--- src/hdl/tlpq_pkg.sv ---
// Package for the three-level priority queue.
// Holds sizing constants, command and status codes, and the pipeline meta type.
// No dependencies.
`default_nettype none

package tlpq_pkg;

    localparam int LEVEL_DEPTH = 16;
    localparam int NUM_LEVELS  = 3;
    localparam int STORE_DEPTH = NUM_LEVELS * LEVEL_DEPTH;

    localparam int IDX_W  = (LEVEL_DEPTH > 1) ? $clog2(LEVEL_DEPTH) : 1;
    localparam int CNT_W  = $clog2(LEVEL_DEPTH + 1);
    localparam int ADDR_W = (STORE_DEPTH > 1) ? $clog2(STORE_DEPTH) : 1;
    localparam int DATA_W = 8;
    localparam int LVL_W  = 2;
    localparam int ST_W   = 2;

    localparam logic CMD_ENQ = 1'b0;
    localparam logic CMD_DEQ = 1'b1;

    localparam logic [ST_W-1:0] ST_OK      = 2'd0;
    localparam logic [ST_W-1:0] ST_EMPTY   = 2'd1;
    localparam logic [ST_W-1:0] ST_FULL    = 2'd2;
    localparam logic [ST_W-1:0] ST_BADPRIO = 2'd3;

    localparam logic [LVL_W-1:0] LVL_NONE = 2'd0;

    typedef struct packed {
        logic              rd;
        logic [LVL_W-1:0]  level;
        logic [ST_W-1:0]   status;
    } tlpq_meta_t;

endpackage

`default_nettype wire

--- src/hdl/tlpq_ram.sv ---
// Generic single-write, single-read RAM with registered read data.
// No dependencies.
`default_nettype none

module tlpq_ram #(
    parameter int WIDTH = 8,
    parameter int DEPTH = 48,
    parameter int ADDR_W = (DEPTH > 1) ? $clog2(DEPTH) : 1
) (
    input  wire logic              clk,
    input  wire logic              we,
    input  wire logic [ADDR_W-1:0] waddr,
    input  wire logic [WIDTH-1:0]  wdata,
    input  wire logic              re,
    input  wire logic [ADDR_W-1:0] raddr,
    output logic      [WIDTH-1:0]  rdata
);

    logic [WIDTH-1:0] mem_reg [DEPTH];

    always_ff @(posedge clk)
    begin
        if (we)
        begin
            mem_reg[waddr] <= wdata;
        end
        if (re)
        begin
            rdata <= mem_reg[raddr];
        end
    end

endmodule

`default_nettype wire

--- src/hdl/three_level_priority_queue.sv ---
// Three-level priority queue of bytes, top level.
// Depends on tlpq_pkg and tlpq_ram.
`default_nettype none

// One word per cycle in unless stalled, one result word per input word out, in
// order. An input word is decided in the cycle it is accepted (priority encode
// over three level counts, one pointer update); the byte store is a RAM with
// registered read; a result passes the in-flight stage, then the output register.
// Sustained rate is one word per cycle while the output is not stalled; an output
// register plus one in-flight stage let one more word enter while a result waits.
// Each level holds LEVEL_DEPTH bytes; no clearing pass is needed after reset.
module three_level_priority_queue
    import tlpq_pkg::*;
(
    input  wire logic              clk,
    input  wire logic              rst_n,
    input  wire logic              in_valid,
    output logic                   in_stall,
    input  wire logic              command,
    input  wire logic [DATA_W-1:0] value,
    input  wire logic [1:0]        priority_req,
    output logic                   out_valid,
    input  wire logic              out_stall,
    output logic      [DATA_W-1:0] out_value,
    output logic      [LVL_W-1:0]  served_level,
    output logic      [ST_W-1:0]   status
);

    logic [IDX_W-1:0] head_reg  [NUM_LEVELS];
    logic [IDX_W-1:0] head_next [NUM_LEVELS];
    logic [IDX_W-1:0] tail_reg  [NUM_LEVELS];
    logic [IDX_W-1:0] tail_next [NUM_LEVELS];
    logic [CNT_W-1:0] count_reg  [NUM_LEVELS];
    logic [CNT_W-1:0] count_next [NUM_LEVELS];

    logic              s1_valid_reg;
    logic              s1_valid_next;
    tlpq_meta_t        s1_meta_reg;
    tlpq_meta_t        meta_next;

    logic              out_valid_reg;
    logic [DATA_W-1:0] out_value_reg;
    logic [LVL_W-1:0]  served_level_reg;
    logic [ST_W-1:0]   status_reg;

    logic              accept;
    logic              s1_adv;
    logic              found;
    logic              ram_we;
    logic              ram_re;
    logic [ADDR_W-1:0] ram_waddr;
    logic [ADDR_W-1:0] ram_raddr;
    logic [DATA_W-1:0] ram_rdata;

    assign s1_adv   = s1_valid_reg && (!out_valid_reg || !out_stall);
    assign in_stall = s1_valid_reg && out_valid_reg && out_stall;
    assign accept   = in_valid && !in_stall;

    function automatic logic [IDX_W-1:0] next_slot(input logic [IDX_W-1:0] p);
        logic [IDX_W-1:0] r;
        if ({1'b0, p} == (IDX_W+1)'(LEVEL_DEPTH - 1))
            r = '0;
        else
            r = p + IDX_W'(1);
        return r;
    endfunction

    always_comb
    begin
        head_next  = head_reg;
        tail_next  = tail_reg;
        count_next = count_reg;
        ram_we     = 1'b0;
        ram_re     = 1'b0;
        ram_waddr  = '0;
        ram_raddr  = '0;
        found      = 1'b0;
        meta_next  = '{rd: 1'b0, level: LVL_NONE, status: ST_OK};
        if (accept)
        begin
            if (command == CMD_ENQ)
            begin
                if (priority_req == LVL_NONE)
                begin
                    meta_next.status = ST_BADPRIO;
                end
                for (int l = 0; l < NUM_LEVELS; l++)
                begin
                    if (priority_req == LVL_W'(l + 1))
                    begin
                        meta_next.level = LVL_W'(l + 1);
                        if (count_reg[l] == CNT_W'(LEVEL_DEPTH))
                        begin
                            meta_next.status = ST_FULL;
                        end
                        else
                        begin
                            ram_we        = 1'b1;
                            ram_waddr     = ADDR_W'(l * LEVEL_DEPTH)
                                          + ADDR_W'(tail_reg[l]);
                            tail_next[l]  = next_slot(tail_reg[l]);
                            count_next[l] = count_reg[l] + CNT_W'(1);
                        end
                    end
                end
            end
            else
            begin
                for (int l = 0; l < NUM_LEVELS; l++)
                begin
                    if (!found && count_reg[l] != '0)
                    begin
                        found         = 1'b1;
                        ram_re        = 1'b1;
                        ram_raddr     = ADDR_W'(l * LEVEL_DEPTH)
                                      + ADDR_W'(head_reg[l]);
                        head_next[l]  = next_slot(head_reg[l]);
                        count_next[l] = count_reg[l] - CNT_W'(1);
                        meta_next.rd    = 1'b1;
                        meta_next.level = LVL_W'(l + 1);
                    end
                end
                if (!found)
                begin
                    meta_next.status = ST_EMPTY;
                end
            end
        end
    end

    always_comb
    begin
        if (accept)
            s1_valid_next = 1'b1;
        else if (s1_adv)
            s1_valid_next = 1'b0;
        else
            s1_valid_next = s1_valid_reg;
    end

    tlpq_ram #(
        .WIDTH (DATA_W),
        .DEPTH (STORE_DEPTH)
    ) u_store (
        .clk   (clk),
        .we    (ram_we),
        .waddr (ram_waddr),
        .wdata (value),
        .re    (ram_re),
        .raddr (ram_raddr),
        .rdata (ram_rdata)
    );

    always_ff @(posedge clk or negedge rst_n)
    begin
        if (!rst_n)
        begin
            for (int l = 0; l < NUM_LEVELS; l++)
            begin
                head_reg[l]  <= '0;
                tail_reg[l]  <= '0;
                count_reg[l] <= '0;
            end
            s1_valid_reg  <= 1'b0;
            out_valid_reg <= 1'b0;
        end
        else
        begin
            head_reg      <= head_next;
            tail_reg      <= tail_next;
            count_reg     <= count_next;
            s1_valid_reg  <= s1_valid_next;
            if (s1_adv)
                out_valid_reg <= 1'b1;
            else if (!out_stall)
                out_valid_reg <= 1'b0;
        end
    end

    always_ff @(posedge clk)
    begin
        if (accept)
        begin
            s1_meta_reg <= meta_next;
        end
        if (s1_adv)
        begin
            out_value_reg    <= s1_meta_reg.rd ? ram_rdata : '0;
            served_level_reg <= s1_meta_reg.level;
            status_reg       <= s1_meta_reg.status;
        end
    end

    assign out_valid    = out_valid_reg;
    assign out_value    = out_value_reg;
    assign served_level = served_level_reg;
    assign status       = status_reg;

    // level occupancy bounded by depth
    a_count_bound: assert property (@(posedge clk) disable iff (!rst_n)
        count_reg[0] <= CNT_W'(LEVEL_DEPTH) && count_reg[1] <= CNT_W'(LEVEL_DEPTH)
        && count_reg[2] <= CNT_W'(LEVEL_DEPTH))
        else $error("level count above depth");

    // input only stalls when the in-flight stage is blocked
    a_stall_cause: assert property (@(posedge clk) disable iff (!rst_n)
        in_stall |-> s1_valid_reg && out_valid_reg)
        else $error("input stalled with free pipeline");

    // rejected or empty results carry no byte
    a_zero_value: assert property (@(posedge clk) disable iff (!rst_n)
        out_valid && status != ST_OK |-> out_value == '0)
        else $error("nonzero byte on non-ok result");

    // empty result only when all levels were empty at decision time
    a_empty_real: assert property (@(posedge clk) disable iff (!rst_n)
        accept && command == CMD_DEQ && (count_reg[0] != '0 || count_reg[1] != '0
        || count_reg[2] != '0) |=> s1_meta_reg.status == ST_OK && s1_meta_reg.rd)
        else $error("dequeue missed a non-empty level");

    // bad priority leaves occupancy unchanged
    a_badprio_hold: assert property (@(posedge clk) disable iff (!rst_n)
        accept && command == CMD_ENQ && priority_req == LVL_NONE
        |=> count_reg[0] == $past(count_reg[0]) && count_reg[1] == $past(count_reg[1])
        && count_reg[2] == $past(count_reg[2]))
        else $error("invalid priority changed a level");

endmodule

`default_nettype wire

--- config.mk ---
export PLATFORM = sky130hd
export DESIGN_NAME = three_level_priority_queue
export DESIGN_NICKNAME = d
export VERILOG_FILES = /design/src/hdl/tlpq_pkg.sv /design/src/hdl/tlpq_ram.sv /design/src/hdl/three_level_priority_queue.sv
export SDC_FILE = /design/constraint.sdc
export NUM_CORES = 1
export LEC_CHECK = 0
export BUFFER_PORTS_ARGS = -buffer_cell sky130_fd_sc_hd__buf_2
export CORE_MARGIN = 5
export CORE_UTILIZATION = 63
export CTS_BUF_LIST = sky130_fd_sc_hd__clkbuf_4 sky130_fd_sc_hd__clkbuf_8 sky130_fd_sc_hd__clkbuf_16
export DETAILED_ROUTE_END_ITERATION = 16
export GPL_ROUTABILITY_DRIVEN = 1
export HOLD_SLACK_MARGIN = 0.03
export PLACE_DENSITY = 0.8
export SLEW_MARGIN = 20
export SYNTH_ARGS = -nofsm -noshare
export SYNTH_HDL_FRONTEND = slang
export SYNTH_SLANG_ARGS = --single-unit
--- constraint.sdc ---
create_clock -name clk -period 4.06 [get_ports clk]
set_clock_uncertainty 0.05 [all_clocks]
set_input_delay 0 -clock clk [delete_from_list [all_inputs] [get_ports clk]]
set_output_delay 0 -clock clk [all_outputs]
set_load 0.01 [all_outputs]
==> impl_results.md, run 1 <==
- H-tree Lvls: 2
- Overall Power: 11.56 mW
- GR Overflow Total: 0
- Crit Reg-Reg Endpoint: u_store.rdata[3]
- Ant. Diodes: 0
- Area Overhead vs Synth: 13.88%
- Max reg flops: 384
- Reg2reg setup slack: 0.05 ns
- Nets: 1,527
- Max stage delay on crit path: 0.75 ns
- Slew HR: 24.42%
- DR WL/cell: 24.30 um
- Clk sink count: 450
- Min Tclk post-route: 4.014 ns
- Crit-path max FO: 10
- Switch Pwr: 3.026 mW
- Post-Syn Area: 18,640 um^2
- Register share of total power: 47.6%
- Non-Filler Cell Area, Final: 21,230 um^2
- Distinct cells, synth: 60
- First-pass GRT wire length: 71,200 um
- Final setup fails: 0
- Clock slew at reported path FFs: 0.06 ns
- Top post-synthesis cells by area: edfxtp_1 66%, nand2_1 6.3%, dfrtp_1 5.5%, mux2i_1 3.2%, a21oi_1 2.0%
- # rows: 63
- Die W: 182 um
- Status: finished clean
- Syn Nets: 1,439
- Ys async rst share: 9.111%
- Root Driver: clkbuf_16
- Worst Path Class, Setup: reg -> reg
- Clock tree buffer depth: 3
- Hold Crit Start: command
- CTS tree: yes
- R2R cell count: 8
- Synth area leader: edfxtp_1
- Crit share post-route: 98.86%
- Leak: 7.847 nW
- Share of cells above drive strength 1: 12.75%
- Sw frac: 26.17%
- Placed instance area: 19,580 um^2
- Clk_lat worst skew: 0.55 ns
- Least-Margin Pin Slew: 1.134 ns
- Final WL: 46,620 um
- CP most frequent cell: or3_1
- WP data required: 4.30 ns
- Reg-to-reg startpoint: count_reg[5]
- Ys flop type: edfxtp_1
- Setup TNS: 0 ns
- Commonest cells in the netlist: 409 x edfxtp_1, 312 x nand2_1, 85 x nor2_1, 76 x a21oi_1, 68 x nand3_1
- Worst vdd ir: 401.5 uV
- Placer Congestion: 0.8998
- Combinational fraction of design power: 15.3%
- DP Wirelength: 29,120 um
- Hold path depth: 5
- Sequential cell area fraction in the yosys report: 71.40%
- Antenna violations before repair: 2
- Core Footprint: 29,400 um^2
- Critical Path AT: 4.25 ns
- Initial Util: 63.39%
- Max-cap violations: 0
- CP delay by family, top: compound AO/OA/AOI/OAI gates
- Max Clock Freq: 0.2491 GHz
- Final cell count without fillers: 1,919
- First-iteration detailed-routing DRC count: 1,499
- Slew Viols, Final: 0
- Dpl cells: 1,829
- Endpoint class of the critical path: flop
- Int Pwr: 8.534 mW
- Largest net degree at the start of global routing: 76
- Die area: 33,120 um^2
- Fin util: 72.19%
- Number of synthesized flops with an enable pin: 409
- Final Hold Vio Count: 0
- Antenna viol nets, final: 0
- Vias per cell: 6.484
- Mean post-synth cell area: 13.26 um^2
- Vias in the first global route: 12,301
- IO buf count: 28
- Unrepaired setup endpoints after global routing: false
- Power Density: 544.6 nW/um^2
- Worst Path Buf+Inv: 0
- Hold EP: count_reg[4]
- Via Count: 12,442
- DRC violation count after routing: 0
- Die Height: 182 um
- CTS buffer count: 45
- IO Pins: 29
- Clock power share: 37.1%
- HP Class: in -> reg
- Post-Syn Instances: 1,406
- Top cell type's share of synthesized area: 65.90%
- Pre-antenna DRT Iters: 7
- Worst setup SP type: flop
- Count leader, synth: edfxtp_1
- Crit-path slowest cell: a2111oi_0
- Total track usage: 27.90%
- Synth warnings: 0
- CP Cell Sequence: or4_1 > o21ai_0 > a311o_2 > or3_1 > a21oi_1 > a2111oi_0 > nand3_1 > or3_1
- Synthesized flop and latch total: 450
- Postcts setup bufs: 0
[power groups by stage]
stage	clock [mW]	sequential [mW]	combinational [mW]
after floorplan	0	5.51	1.17
after global placement	0	5.56	1.64
after detailed placement	0	5.58	1.72
after CTS	4.32	5.49	1.75
after global routing	4.52	5.52	1.95
final	4.28	5.50	1.77
[logic make-up after synthesis]
family                   count (synthesis)  synth area share [%]
multiplexers                            75                 4.129
adder cells (fa/ha/maj)                 18                 1.329
buffers and inverters                   77                 1.819
AO/OA/AOI/OAI                          211                 7.331
AND/OR/NAND/NOR                        554                 13.00
flip-flops                             450                 71.40
XOR/XNOR                                21                0.9868
[worst min-delay path, delay by kind of cell]
kind	cells	cell delay, ns
XOR/XNOR	2	0.16
buffers and inverters	2	0.36
AND/OR/NAND/NOR	1	0.07
[worst max-delay path by stage]
stage               cells past startpoint     startpoint          endpoint
global route                            8   count_reg[6]  u_store.rdata[3]
global placement                        9  count_reg[11]  u_store.rdata[3]
finish                                  8   count_reg[5]  u_store.rdata[3]
detailed placement                     10   count_reg[1]  u_store.rdata[3]
CTS                                    10   count_reg[1]  u_store.rdata[3]
floorplan                              11   count_reg[1]  u_store.rdata[1]
[timing repair]
item,CTS,global route
hold endpoints to repair,50,9
hold buffers,6,1
gates resized for setup,0,1
setup endpoints to repair,0,1
[per-stage QoR]
step,hold WS (ns),worst slack (ns)
5_1_grt,0.07922,0.01519
6_report,0.04468,0.04627
2_1_floorplan,-0.3456,0.9400
3_3_place_gp,0.1442,0.1554
4_1_cts,0.03335,0.06966
3_5_place_dp,0.1574,0.08299
[area by class of cell]
type | count | area, um^2
flip-flops and latches | 450 | 13310
fillers | 1887 | 8177
multi-input cells | 879 | 5030
clock buffers | 57 | 1234
repair buffers | 101 | 793.3
well taps | 390 | 488.0
clock inverters | 25 | 309.0
inverters | 17 | 63.81
[per-layer routing]
| metal | track usage, % | share of wire (%) |
|---|---|---|
| met5 | 0 | 0.028 |
| met1 | 36.76 | 36 |
| met4 | 11.80 | 5.2 |
| met3 | 5.990 | 11 |
| met2 | 45.55 | 48 |
[cell usage in the layout, fill, tap and decap left out, types with 5 or more instances in the layout]
master and instances:
bufinv_16 7, buf_4 59, nand4_1 18, clkinv_2 7, nand2_1 311, dfrtp_1 41
dlygate4sd3_1 7, clkbuf_16 46, and3_1 15, o2bb2ai_1 5, nand3_1 68, mux2_2 15
inv_1 17, nor3_1 7, nor2_1 85, xnor2_1 17, clkinv_1 8, nand2b_1 5
a32oi_1 10, a311oi_1 5, a21oi_1 76, mux2i_1 60, o22ai_1 15, nor4_1 10
a31oi_1 14, clkbuf_4 11, edfxtp_1 409, o221ai_1 5, a2111oi_0 7, a211o_1 6
and2_1 12, o21ai_0 26, a21o_1 13, buf_12 7, ha_1 15, buf_2 28
(Power assumes the default switching activity.)
==> run 2: changes to the inputs <==
--- a/config.mk
+++ b/config.mk
@@ -9,10 +9,12 @@
 export CORE_MARGIN = 5
 export CORE_UTILIZATION = 63
 export CTS_BUF_LIST = sky130_fd_sc_hd__clkbuf_4 sky130_fd_sc_hd__clkbuf_8 sky130_fd_sc_hd__clkbuf_16
+export CTS_CLUSTER_DIAMETER = 60
 export DETAILED_ROUTE_END_ITERATION = 16
 export GPL_ROUTABILITY_DRIVEN = 1
 export HOLD_SLACK_MARGIN = 0.03
 export PLACE_DENSITY = 0.8
+export SETUP_SLACK_MARGIN = 0.1
 export SLEW_MARGIN = 20
 export SYNTH_ARGS = -nofsm -noshare
 export SYNTH_HDL_FRONTEND = slang
==> run 2 against run 1 <==
Net effect:
- register-to-register slack improved by 0.14 ns
- design area about the same
- count of clock-buffer cells in the layout unchanged
- sequential cell count stayed put
- global-route usage decreased by 0.13 points
- routed wire length rose by 0.24%
- final cell count rose by 0.10%
- total power fell by 0.38%
- core utilization is essentially flat
- hold slack got worse by 0.014 ns
- setup slack gained 0.14 ns
- critical endpoint is now u_store.rdata[0]
- largest power group unchanged
- highest routed layer unchanged
==> impl_results.md, run 2 (synthesis gave the netlist of run 1 again) <==
- DP Wirelength: 29,120 um (unchanged)
- Setup TNS: 0 ns (unchanged)
- DR WL/cell: 24.33 um (+0.13%)
- CTS buffer count: 45 (unchanged)
- Slew Viols, Final: 0 (unchanged)
- Max-cap violations: 0 (unchanged)
- Worst setup SP type: flop
- Endpoint class of the critical path: flop
- Root Driver: clkbuf_16
- DRC violation count after routing: 0 (unchanged)
- Area Overhead vs Synth: 13.87% (about the same)
- Max reg flops: 384 (unchanged)
- H-tree Lvls: 2 (unchanged)
- CTS tree: yes
- Die area: 33,120 um^2 (unchanged)
- Leak: 7.841 nW (about the same)
- Final WL: 46,730 um (+0.24%)
- Die Height: 182 um (unchanged)
- First-iteration detailed-routing DRC count: 1,765 (+18%)
- Die W: 182 um (unchanged)
- First-pass GRT wire length: 70,910 um (-0.41%)
- IO buf count: 28 (unchanged)
- Antenna viol nets, final: 0 (unchanged)
- Core Footprint: 29,400 um^2 (unchanged)
- Clk_lat worst skew: 0.54 ns (about the same)
- Total track usage: 27.77% (-0.13 points)
- Most frequent cells in the layout: 409 x edfxtp_1, 311 x nand2_1, 85 x nor2_1, 76 x a21oi_1, 68 x nand3_1
- Power Density: 542.6 nW/um^2 (-0.37%)
- Max Clock Freq: 0.2581 GHz (+3.6%)
- Unrepaired setup endpoints after global routing: false
- Least-Margin Pin Slew: 1.163 ns (+0.02974 ns)
- Worst Path Class, Setup: reg -> reg
- Vias in the first global route: 12,253 (-0.39%)
- Worst vdd ir: 401.0 uV (-0.14%)
- Clock slew at reported path FFs: 0.06 ns (about the same)
- IO Pins: 29 (unchanged)
- Final Hold Vio Count: 0 (unchanged)
- Filler Cells Inserted: 1,893 (+0.32%)
- Crit-path max FO: 44 (+34)
- Ant. Diodes: 0 (unchanged)
- # rows: 63 (unchanged)
- Slew HR: 22.44% (-2.0 points)
- Status: finished clean
- Non-Filler Cell Area, Final: 21,220 um^2 (about the same)
- GR Overflow Total: 0 (unchanged)
- Initial Util: 63.39% (unchanged)
- Leading cell type in the layout, fill and taps excluded: edfxtp_1
- HP Class: in -> reg
- Antenna violations before repair: 3 (+1)
- Placer Congestion: 0.8998 (unchanged)
- Pre-antenna DRT Iters: 8 (+1)
- Clock tree buffer depth: 3 (unchanged)
- Placed instance area: 19,580 um^2 (unchanged)
- Nets: 1,529 (+0.13%)
- Crit share post-route: 95.43% (-3.4 points)
- Clk sink count: 450 (unchanged)
- Dpl cells: 1,829 (unchanged)
- Vias per cell: 6.492 (+0.14%)
- Critical Path AT: 4.09 ns (-0.16 ns)
- Final cell count without fillers: 1,921 (+0.10%)
- Final setup fails: 0 (unchanged)
- Largest net degree at the start of global routing: 76 (unchanged)
- Via Count: 12,472 (+0.24%)
- Min Tclk post-route: 3.874 ns (-0.1394 ns)
- WP data required: 4.28 ns (-0.02 ns)
- Share of cells above drive strength 1: 12.93% (+0.18 points)
run 2: final cells by class:
cell class	count	area [um^2]	share of cell area, %
repair buffers	103	805.8	3.797
multi-input cells	879	5039	23.74
well taps	390	488.0	2.299
flip-flops and latches	450	13310	62.70
clock buffers	57	1234	5.813
clock inverters	25	285.3	1.344
inverters	17	63.81	0.3007
run 2: critical path, cell delays in order, from the launching register on:
cell and delay, ns:
dfrtp_1 0.42, or4_1 0.63, nor2_2 0.37, o21a_1 0.23, nand2_4 0.18, buf_12 0.23, buf_12 0.20, nand2_1 0.10
a32oi_1 0.16, a211o_1 0.34, nor4_1 0.49, nand4_1 0.17
run 2: timing repair:
item,4_1_cts,5_1_grt
setup buffers,0,2
setup endpoints to repair,1,4
resized for setup,1,3
hold buffers,6,1
endpoints found under the hold margin,50,9
pin swaps,0,1
run 2: per-layer routing:
layer  global-route usage [%]  up-vias  part of all wire [%]
met1                    36.64     6097                    37
met3                    6.130      196                    10
met2                    45.18      764                    48
met5                        0        -                 0.073
met4                    11.68        4                   5.3
li1                         -     5411                     -
run 2: where the power goes:
group	internal, mW	switching (mW)	total, mW
Combinational	0.680	1.10	1.78
Clock	2.54	1.70	4.23
Sequential	5.26	0.243	5.50
run 2: final timing paths:
kind | endpoint | slack (ns) | startpoint | depth (start not counted)
setup / recovery | u_store.rdata[0] | 0.19 | count_reg[11] | 11
hold / removal | count_reg[4] | 0.03 | command | 5
setup reg to reg | u_store.rdata[0] | 0.19 | count_reg[11] | 11
hold reg to reg | served_level[0] | 0.37 | s1_meta_reg[2] | 0
max in group asynchronous | head_reg[6] | 3.13 | rst_n | 4
min in group asynchronous | head_reg[9] | 0.36 | rst_n | 3
run 2: metrics by stage:
stage | hold WS (ns) | setup WS, ns | total power [mW] | utilization [%]
2_1_floorplan | -0.3456 | 0.9400 | 6.678 | -
5_1_grt | 0.08078 | 0.1100 | 11.94 | 72.18
4_1_cts | 0.03393 | 0.2203 | 11.51 | 71.99
3_3_place_gp | 0.1442 | 0.1554 | 7.206 | 66.60
3_5_place_dp | 0.1574 | 0.08299 | 7.307 | 66.60
6_report | 0.03054 | 0.1857 | 11.52 | 72.18
